[src/rtl/core/mcsd_pkg.sv]
package mcsd_pkg;

  // fixed sizes of the stored state
  localparam int ValueSlots    = 16;
  localparam int SlotW         = $clog2(ValueSlots);
  localparam int ClassCount    = 8;
  localparam int ClassW        = $clog2(ClassCount);
  localparam int MaxDataBytes  = 16;
  localparam int CountW        = 5;
  localparam int ValueW        = 14;

  // configuration register map
  localparam int                AddrW          = 3;
  localparam logic [AddrW-1:0]  AddrEncStep    = 3'd0;
  localparam logic [ValueW-1:0] EncStepReset   = 14'd128;

  // message classes
  localparam logic [ClassW-1:0] ClassButton  = 3'd1;
  localparam logic [ClassW-1:0] ClassEncoder = 3'd3;
  localparam logic [ClassW-1:0] ClassSlider  = 3'd6;

  // button rows
  localparam logic [3:0] RowModeLow  = 4'd2;
  localparam logic [3:0] RowModeHigh = 4'd3;
  localparam logic [3:0] RowZero     = 4'd4;
  localparam logic [3:0] RowSource   = 4'd11;

  localparam logic [6:0]        DataPressed = 7'h7F;
  localparam logic [ValueW-1:0] ValueMax    = 14'd16383;

  // kind of slot write done by a finished message
  typedef enum logic [1:0] {
    WrNone,
    WrZero,
    WrEnc,
    WrSlider
  } wr_kind_e;

  // finished message on its way through the read-modify-write stage
  typedef struct packed {
    logic [ClassW-1:0]  cls;
    logic [3:0]         channel;
    logic [CountW-1:0]  count;
    logic [6:0]         d0;
    logic [6:0]         d1;
    wr_kind_e           kind;
    logic [SlotW-1:0]   slot;
    logic [3:0]         mode;
    logic signed [3:0]  source;
    logic [15:0]        updates;
  } msg_t;

  // result item as held in the output register
  typedef struct packed {
    logic [ClassW-1:0]  cls;
    logic [3:0]         channel;
    logic [CountW-1:0]  count;
    logic [6:0]         d0;
    logic [6:0]         d1;
    logic               unknown;
    logic               written;
    logic [SlotW-1:0]   slot;
    logic [ValueW-1:0]  value;
    logic [3:0]         mode;
    logic signed [3:0]  source;
    logic [15:0]        updates;
  } res_t;

endpackage

[src/rtl/core/midi_control_surface_decoder.sv]
// pipeline: a finishing item passes the read-modify-write stage, then the output register;
// throughput: one byte per cycle while in_stall_o is low; the knob value memory is read at
//   accept and written back from the stage, the write forwarded to a later read of that slot
// reset: all control state clears at once; the value memory holds no reset and reads as zero
//   through one valid flag per slot until written, so no clearing pass is needed
module midi_control_surface_decoder import mcsd_pkg::*; (
  input  logic                     clk_i,
  input  logic                     rst_ni,
  // byte input
  input  logic                     in_valid_i,
  output logic                     in_stall_o,
  input  logic [7:0]               midi_byte_i,
  // result output
  output logic                     out_valid_o,
  input  logic                     out_stall_i,
  output logic [ClassW-1:0]        msg_class_o,
  output logic [3:0]               msg_channel_o,
  output logic [CountW-1:0]        data_count_o,
  output logic [6:0]               first_data_o,
  output logic [6:0]               second_data_o,
  output logic                     unknown_msg_o,
  output logic                     value_written_o,
  output logic [SlotW-1:0]         value_index_o,
  output logic [ValueW-1:0]        value_after_o,
  output logic [3:0]               mode_now_o,
  output logic signed [3:0]        source_now_o,
  output logic [15:0]              update_total_o,
  // configuration port
  input  logic                     psel,
  input  logic                     penable,
  input  logic                     pwrite,
  input  logic [AddrW-1:0]         paddr,
  input  logic [31:0]              pwdata,
  output logic [31:0]              prdata,
  output logic                     pready
);

  // configuration
  logic [ValueW-1:0] enc_step_q;

  // message assembly state
  logic              open_q, open_d;
  logic [ClassW-1:0] open_cls_q, open_cls_d;
  logic [3:0]        open_ch_q, open_ch_d;
  logic [CountW-1:0] gathered_q, gathered_d;
  logic [6:0]        d0_q, d0_d;
  logic [6:0]        d1_q, d1_d;
  logic [CountW-1:0] cls_len_q [ClassCount];
  logic [3:0]        mode_q, mode_d;
  logic signed [3:0] src_q, src_d;
  logic [15:0]       upd_q, upd_d;

  // finish decision
  logic              accept;
  logic              fin;
  msg_t              fin_msg;
  logic              len_upd;

  // read-modify-write stage
  logic              s1_valid_q;
  msg_t              s1_q;
  logic              s1_go;
  logic [ValueW-1:0] val_mem [ValueSlots];
  logic              slot_valid_q [ValueSlots];
  logic [ValueW-1:0] rd_data_q;
  logic              rd_valid_q;
  logic              fwd_hit_q;
  logic [ValueW-1:0] fwd_val_q;
  logic [ValueW-1:0] old_val;
  logic [ValueW-1:0] new_val;
  logic [ValueW:0]   enc_sum;
  logic              mem_we;

  // output register
  logic              out_valid_q;
  res_t              out_q;

  assign accept     = in_valid_i && !in_stall_o;
  assign s1_go      = !out_valid_q || !out_stall_i;
  assign in_stall_o = s1_valid_q && !s1_go;

  // apb register access
  assign pready = 1'b1;
  always_comb begin
    prdata = '0;
    if (paddr == AddrEncStep) begin
      prdata = 32'(enc_step_q);
    end
  end

  // byte decode and message finish
  always_comb begin
    logic [CountW-1:0] len;
    logic [3:0]        row;
    logic [2:0]        b;
    open_d     = open_q;
    open_cls_d = open_cls_q;
    open_ch_d  = open_ch_q;
    gathered_d = gathered_q;
    d0_d       = d0_q;
    d1_d       = d1_q;
    mode_d     = mode_q;
    src_d      = src_q;
    upd_d      = upd_q;
    fin        = 1'b0;
    len        = cls_len_q[open_cls_q];
    if (midi_byte_i[7]) begin
      fin        = open_q;
      open_d     = 1'b1;
      open_cls_d = midi_byte_i[6:4];
      open_ch_d  = midi_byte_i[3:0];
      gathered_d = '0;
    end else if (open_q) begin
      if (gathered_q < CountW'(MaxDataBytes)) begin
        if (gathered_q == '0) begin
          d0_d = midi_byte_i[6:0];
        end else if (gathered_q == CountW'(1)) begin
          d1_d = midi_byte_i[6:0];
        end
        gathered_d = gathered_q + CountW'(1);
      end
      if (len != '0 && gathered_d >= len) begin
        fin    = 1'b1;
        open_d = 1'b0;
      end
    end

    // snapshot of the finished message
    fin_msg.cls     = open_cls_q;
    fin_msg.channel = open_ch_q;
    fin_msg.count   = midi_byte_i[7] ? gathered_q : gathered_d;
    fin_msg.d0      = midi_byte_i[7] ? d0_q : d0_d;
    fin_msg.d1      = midi_byte_i[7] ? d1_q : d1_d;
    fin_msg.kind    = WrNone;
    fin_msg.slot    = '0;
    len_upd         = fin_msg.count > len;

    // class actions that need no stored value
    row = fin_msg.d0[6:3];
    b   = fin_msg.d0[2:0];
    if (fin) begin
      case (fin_msg.cls)
        ClassButton: begin
          if ((row == RowModeLow || row == RowModeHigh) && fin_msg.d1 == DataPressed) begin
            mode_d = {row == RowModeHigh, b};
            upd_d  = upd_d + 16'd1;
          end else if (row == RowZero) begin
            fin_msg.kind = WrZero;
            fin_msg.slot = {1'b1, b};
          end else if (row == RowSource) begin
            src_d = $signed({1'b0, b} + 4'd13);
            upd_d = upd_d + 16'd1;
          end
        end
        ClassEncoder: begin
          fin_msg.kind = WrEnc;
          fin_msg.slot = {1'b1, b};
        end
        ClassSlider: begin
          fin_msg.kind = WrSlider;
          fin_msg.slot = open_ch_q;
        end
        default: ;
      endcase
    end
    fin_msg.mode    = mode_d;
    fin_msg.source  = src_d;
    fin_msg.updates = upd_d;
  end

  // new slot contents
  assign old_val = fwd_hit_q ? fwd_val_q : (rd_valid_q ? rd_data_q : '0);
  assign enc_sum = {1'b0, old_val} + {1'b0, enc_step_q};
  always_comb begin
    new_val = '0;
    case (s1_q.kind)
      WrEnc: begin
        if (s1_q.d1[6]) begin
          new_val = (enc_step_q > old_val) ? '0 : old_val - enc_step_q;
        end else begin
          new_val = enc_sum[ValueW] ? ValueMax : enc_sum[ValueW-1:0];
        end
      end
      WrSlider: new_val = {s1_q.d1, s1_q.d0};
      default:  new_val = '0;
    endcase
  end

  assign mem_we = s1_valid_q && s1_go && (s1_q.kind != WrNone);

  // value memory, read at accept and written from the stage after
  always_ff @(posedge clk_i) begin
    if (mem_we) begin
      val_mem[s1_q.slot] <= new_val;
    end
    if (accept && fin) begin
      rd_data_q  <= val_mem[fin_msg.slot];
      rd_valid_q <= slot_valid_q[fin_msg.slot];
      fwd_hit_q  <= mem_we && (s1_q.slot == fin_msg.slot);
      fwd_val_q  <= new_val;
      s1_q       <= fin_msg;
    end
    if (s1_valid_q && s1_go) begin
      out_q.cls     <= s1_q.cls;
      out_q.channel <= s1_q.channel;
      out_q.count   <= s1_q.count;
      out_q.d0      <= s1_q.d0;
      out_q.d1      <= s1_q.d1;
      out_q.unknown <= !(s1_q.cls == ClassButton || s1_q.cls == ClassEncoder
                         || s1_q.cls == ClassSlider);
      out_q.written <= s1_q.kind != WrNone;
      out_q.slot    <= s1_q.slot;
      out_q.value   <= new_val;
      out_q.mode    <= s1_q.mode;
      out_q.source  <= s1_q.source;
      out_q.updates <= s1_q.updates;
    end
  end

  // control state
  always_ff @(posedge clk_i or negedge rst_ni) begin
    if (!rst_ni) begin
      enc_step_q  <= EncStepReset;
      open_q      <= 1'b0;
      open_cls_q  <= '0;
      open_ch_q   <= '0;
      gathered_q  <= '0;
      d0_q        <= '0;
      d1_q        <= '0;
      mode_q      <= '0;
      src_q       <= '0;
      upd_q       <= '0;
      s1_valid_q  <= 1'b0;
      out_valid_q <= 1'b0;
      for (int i = 0; i < ClassCount; i++) begin
        cls_len_q[i] <= '0;
      end
      for (int i = 0; i < ValueSlots; i++) begin
        slot_valid_q[i] <= 1'b0;
      end
    end else begin
      if (psel && penable && pwrite && pready && paddr == AddrEncStep) begin
        enc_step_q <= pwdata[ValueW-1:0];
      end
      if (accept) begin
        open_q     <= open_d;
        open_cls_q <= open_cls_d;
        open_ch_q  <= open_ch_d;
        gathered_q <= gathered_d;
        d0_q       <= d0_d;
        d1_q       <= d1_d;
        mode_q     <= mode_d;
        src_q      <= src_d;
        upd_q      <= upd_d;
        if (fin && len_upd) begin
          cls_len_q[fin_msg.cls] <= fin_msg.count;
        end
      end
      if (mem_we) begin
        slot_valid_q[s1_q.slot] <= 1'b1;
      end
      if (accept && fin) begin
        s1_valid_q <= 1'b1;
      end else if (s1_go) begin
        s1_valid_q <= 1'b0;
      end
      if (s1_valid_q && s1_go) begin
        out_valid_q <= 1'b1;
      end else if (!out_stall_i) begin
        out_valid_q <= 1'b0;
      end
    end
  end

  // result ports
  assign out_valid_o     = out_valid_q;
  assign msg_class_o     = out_q.cls;
  assign msg_channel_o   = out_q.channel;
  assign data_count_o    = out_q.count;
  assign first_data_o    = out_q.d0;
  assign second_data_o   = out_q.d1;
  assign unknown_msg_o   = out_q.unknown;
  assign value_written_o = out_q.written;
  assign value_index_o   = out_q.slot;
  assign value_after_o   = out_q.value;
  assign mode_now_o      = out_q.mode;
  assign source_now_o    = out_q.source;
  assign update_total_o  = out_q.updates;

endmodule

[config.mk]
export PLATFORM = sky130hd
export DESIGN_NAME = midi_control_surface_decoder
export DESIGN_NICKNAME = d
export VERILOG_FILES = /design/src/rtl/core/mcsd_pkg.sv /design/src/rtl/core/midi_control_surface_decoder.sv
export SDC_FILE = /design/constraint.sdc
export NUM_CORES = 1
export LEC_CHECK = 0
export BUFFER_PORTS_ARGS = -buffer_cell sky130_fd_sc_hd__buf_2
export CELL_PAD_IN_SITES_DETAIL_PLACEMENT = 0
export CELL_PAD_IN_SITES_GLOBAL_PLACEMENT = 1
export CORE_MARGIN = 1.5
export CORE_UTILIZATION = 54
export CTS_CLUSTER_SIZE = 40
export DETAILED_ROUTE_END_ITERATION = 12
export MAX_ROUTING_LAYER = met4
export PLACE_DENSITY_LB_ADDON = 0.25
export SYNTH_ARGS = -nofsm -noshare
export SYNTH_HDL_FRONTEND = slang
export SYNTH_SLANG_ARGS = --single-unit
[constraint.sdc]
create_clock -name clk_i -period 12.6 [get_ports clk_i]
set_clock_uncertainty 0.1 [all_clocks]
set_input_delay 1.89 -clock clk_i [delete_from_list [all_inputs] [get_ports clk_i]]
set_output_delay 1.89 -clock clk_i [all_outputs]
set_load 0.01 [all_outputs]
==> run metrics <==
Non-Filler Instances=about 2400; Max FO, Critical Path=75; dominant register cell in the synthesized netlist=sky130_fd_sc_hd__edfxtp_1; pre-CTS setup slack=about 6.3 ns; routability congestion estimate from global placement=just over 0.9; synthesized area=around 22000 sq um; Reg2Reg Capture Point=val_mem[10][8]$_DFFE_PP_; post-cts sizing count=0; CTS tree=built; Chip Width=206 um; Initial Util=0.547; commonest non-fill, non-tap cell in the layout=sky130_fd_sc_hd__edfxtp_1; routed length per placed instance=around 21 um; Final setup viols=0; classification of the worst setup path=in -> reg; Placed Instance Area=~23000 sq um; Area Overhead vs Synth=12.7%; flip-flop and latch count after synthesis=503; pin count of the biggest net entering global routing=76; Maximum Capacitance Violations=0; fraction of synthesized cell area taken by the top area cell type=0.512; wire length of the first global-routing pass=77700 um; grt peak-use layer=met2; post-route fraction of the period consumed by the critical path=0.456; fill cell instance count of the final layout=~3200; leakage power total=9.69 nW; Initial DRC Count=about 1000; share of async-settable or async-resettable flops after synthesis=0.245; cell internal power dissipation=0.00369 W; antenna violations before repair=0; area of the core=a little over 40000 sq um; post-layout worst setup margin=6.85 ns; launch instance of the worst register-to-register path=fwd_hit_q$_DFFE_PP_; number of cells on the worst hold path=0; antenna diode count=0; H-tree Lvls=2; clock root cell=sky130_fd_sc_hd__clkbuf_16; Final Hold Fails=0; WP data arrival=5.99 ns; post-CTS clock slew at the launch and capture registers of the worst setup and hold paths=~0.06 ns; reg2reg setup slack=around 7.1 ns; die area=about 42000 sq um; vias per cell=approximately 6; fraction of the core area covered by cells at the end of the flow=0.616; max_slew headroom=0.308; worst skew pair latency=roughly 0.59 ns; Total Negative Setup Slacks=0 ns; outcome=complete, no violations; met3 track demand over resource in global routing=0.0459; peak clock frequency supported by timing=roughly 0.17 GHz; gr usage total=0.248; number of max-slew violations in the final report=0; power density normalized to cell area=between 200 and 250 nW/um^2; leading cell types in the layout, fill and taps excluded=sky130_fd_sc_hd__edfxtp_1, sky130_fd_sc_hd__nand2_1, sky130_fd_sc_hd__dfrtp_1, sky130_fd_sc_hd__buf_2, sky130_fd_sc_hd__mux2_2; part of the Yosys area used for sequential elements=0.651; fraction of power consumed by the clock network=0.265; count of unique library cells instantiated by Yosys=93; worst vdd rail ir drop=roughly 0.00012 V; router iterations before antenna repair=5; Post-Layout Inst Area=around 25000 sq um; number of buffers created by CTS=51; row cnt=74; Total Nets Final=about 1900; mean instance size in the synthesized netlist=between 10 and 15 sq um; maximum buffer depth of the clock tree=3; switching part of the total=0.339; EDFF count, synth=380; critical path capture point type=flip-flop; destination of the worst hold path=msg_channel_o[3]$_DFFE_PP_; GR Util met1=0.327; total vias in the final route=between 10000 and 15000; placed cell count=2290; met2 Usage GRT=0.394; Area contributors post-synth=sky130_fd_sc_hd__edfxtp_1, sky130_fd_sc_hd__dfrtp_1, sky130_fd_sc_hd__mux2_2; logic depth of the worst register-to-register path=14; post-synthesis instance total=between 1500 and 2000; GR Overflow Total=0; synthesis warning total=0; CTS Sinks=a little over 500; fraction of layout instances using a drive strength above 1=0.225; net switching power of the design=0.00189 W; port bufs=between 100 and 150; estimated wirelength of the detail-placed design=~32000 um; Post-CTS Repair Setup Buffers=0; startpoint class of the critical path=primary input; cts-stage hold buffer count=0; RSZ-0062 raised after global routing=no; Req. time, crit path=~13 ns; measured slew at the worst slew-check pin=~1.0 ns; count of nets left with antenna violations after detail routing=0; fin crit period=between 5 and 6 ns; hold_sp=s1_q[52]$_DFFE_PP_; Detailed Route WL=50200 um; Top Ports=around 160; die extent in y=roughly 200 um; Synth area leader=sky130_fd_sc_hd__edfxtp_1; final routed DRC violation total=0; relative contribution of combinational cells to total power=0.300; worst hold path type=reg -> reg; vias in the first global route=roughly 14000; fraction of power consumed by sequential logic=0.435
[cells by family after synthesis]
logic type | count (synthesis) | synth area share
and+or+nand+nor | 520 | 0.116
buffers and inverters | 151 | 0.0331
other | 2 | 0.000337
xor gates and xnor gates | 45 | 0.0177
AOI/OAI and AO/OA | 304 | 0.0929
DFF | 503 | 0.651
adders and majority gates | 45 | 0.0260
muxes | 121 | 0.0635
[routing by layer]
layer	share of wire	routed length, um
met1	0.43	21600
met2	0.48	24000
met4	0.028	1400
met3	0.063	3160
met5	0	0
[flip-flops by register name (all words and copies together), names as in the netlist, 5 cells and up, named ones only]
name / cells
gathered_q: 5
enc_step_q: 14
upd_q: 16
second_data_o: 7
fwd_val_q: 14
d0_q: 6
val_mem: 224
first_data_o: 7
d1_q: 7
cls_len_q: 40
slot_valid_q: 16
data_count_o: 5
update_total_o: 16
value_after_o: 14
s1_q: 56
rd_data_q: 14
[metrics by stage]
step	total power (W)	hold WS, ns
3_3_place_gp	0.00408	0.302
2_1_floorplan	0.00356	0.300
4_1_cts	0.00562	0.314
6_report	0.00558	0.317
5_1_grt	0.00588	0.321
3_5_place_dp	0.00413	0.305
[worst max path at each step]
stage | to | from | slack, ns
6_report | rd_valid_q$_DFFE_PP_ | midi_byte_i[7] | 6.85
3_3_place_gp | rd_valid_q$_DFFE_PP_ | midi_byte_i[7] | 6.34
3_5_place_dp | rd_valid_q$_DFFE_PP_ | midi_byte_i[7] | 6.27
2_1_floorplan | cls_len_q[25]$_DFFE_PN0P_ | open_cls_q[1]$_DFFE_PN0P_ | 5.43
4_1_cts | rd_valid_q$_DFFE_PP_ | midi_byte_i[7] | 6.90
5_1_grt | val_mem[10][8]$_DFFE_PP_ | fwd_hit_q$_DFFE_PP_ | 6.58
[Yosys cell counts, types with 13 or more instances]
cell / number
sky130_fd_sc_hd__edfxtp_1: 380
sky130_fd_sc_hd__nand2_1: 210
sky130_fd_sc_hd__dfrtp_1: 122
sky130_fd_sc_hd__o21ai_0: 101
sky130_fd_sc_hd__mux2_2: 99
sky130_fd_sc_hd__nor2_1: 85
sky130_fd_sc_hd__nor3_1: 54
sky130_fd_sc_hd__inv_1: 46
sky130_fd_sc_hd__a21oi_1: 44
sky130_fd_sc_hd__clkbuf_1: 43
sky130_fd_sc_hd__ha_1: 43
sky130_fd_sc_hd__nand3_1: 34
sky130_fd_sc_hd__xnor2_1: 29
sky130_fd_sc_hd__buf_2: 25
sky130_fd_sc_hd__buf_4: 25
sky130_fd_sc_hd__and2_1: 19
sky130_fd_sc_hd__a31oi_1: 18
sky130_fd_sc_hd__nor4_1: 18
sky130_fd_sc_hd__a211o_1: 17
sky130_fd_sc_hd__o211ai_1: 17
sky130_fd_sc_hd__a32oi_1: 16
sky130_fd_sc_hd__or2_2: 16
sky130_fd_sc_hd__xor2_1: 16
sky130_fd_sc_hd__a22o_1: 14
sky130_fd_sc_hd__nand2b_1: 13
[area by class of cell]
type	count	area [sq um]	area share
clock buffer	62	1390	0.0554
clock inverter	33	268	0.0107
inverter	48	180	0.00718
multi-input combinational	1054	7240	0.288
sequential	503	14500	0.578
tap	532	666	0.0265
timing repair buffer	153	858	0.0342
[power by group through the flow]
| stage | sequential, W | clock, W | combinational, W |
|---|---|---|---|
| 2_1_floorplan | 0.00243 | 0 | 0.00113 |
| 4_1_cts | 0.00243 | 0.00151 | 0.00168 |
| 6_report | 0.00243 | 0.00148 | 0.00168 |
| 3_3_place_gp | 0.00245 | 0 | 0.00163 |
| 3_5_place_dp | 0.00246 | 0 | 0.00167 |
| 5_1_grt | 0.00246 | 0.00158 | 0.00184 |
[worst max-delay path: stages]
cell	delay (ns)
sky130_fd_sc_hd__buf_2	0.20
sky130_fd_sc_hd__nor3b_4	0.39
sky130_fd_sc_hd__nand3_2	0.32
sky130_fd_sc_hd__mux2_2	0.40
sky130_fd_sc_hd__o22a_2	0.23
sky130_fd_sc_hd__buf_4	0.36
sky130_fd_sc_hd__o211ai_4	0.15
sky130_fd_sc_hd__buf_4	0.74
sky130_fd_sc_hd__inv_2	0.41
sky130_fd_sc_hd__mux2_2	0.38
sky130_fd_sc_hd__o21ai_0	0.14
sky130_fd_sc_hd__a221o_1	0.19
sky130_fd_sc_hd__nand2_1	0.07
No activity file was read; power rests on OpenSTA's default activity.
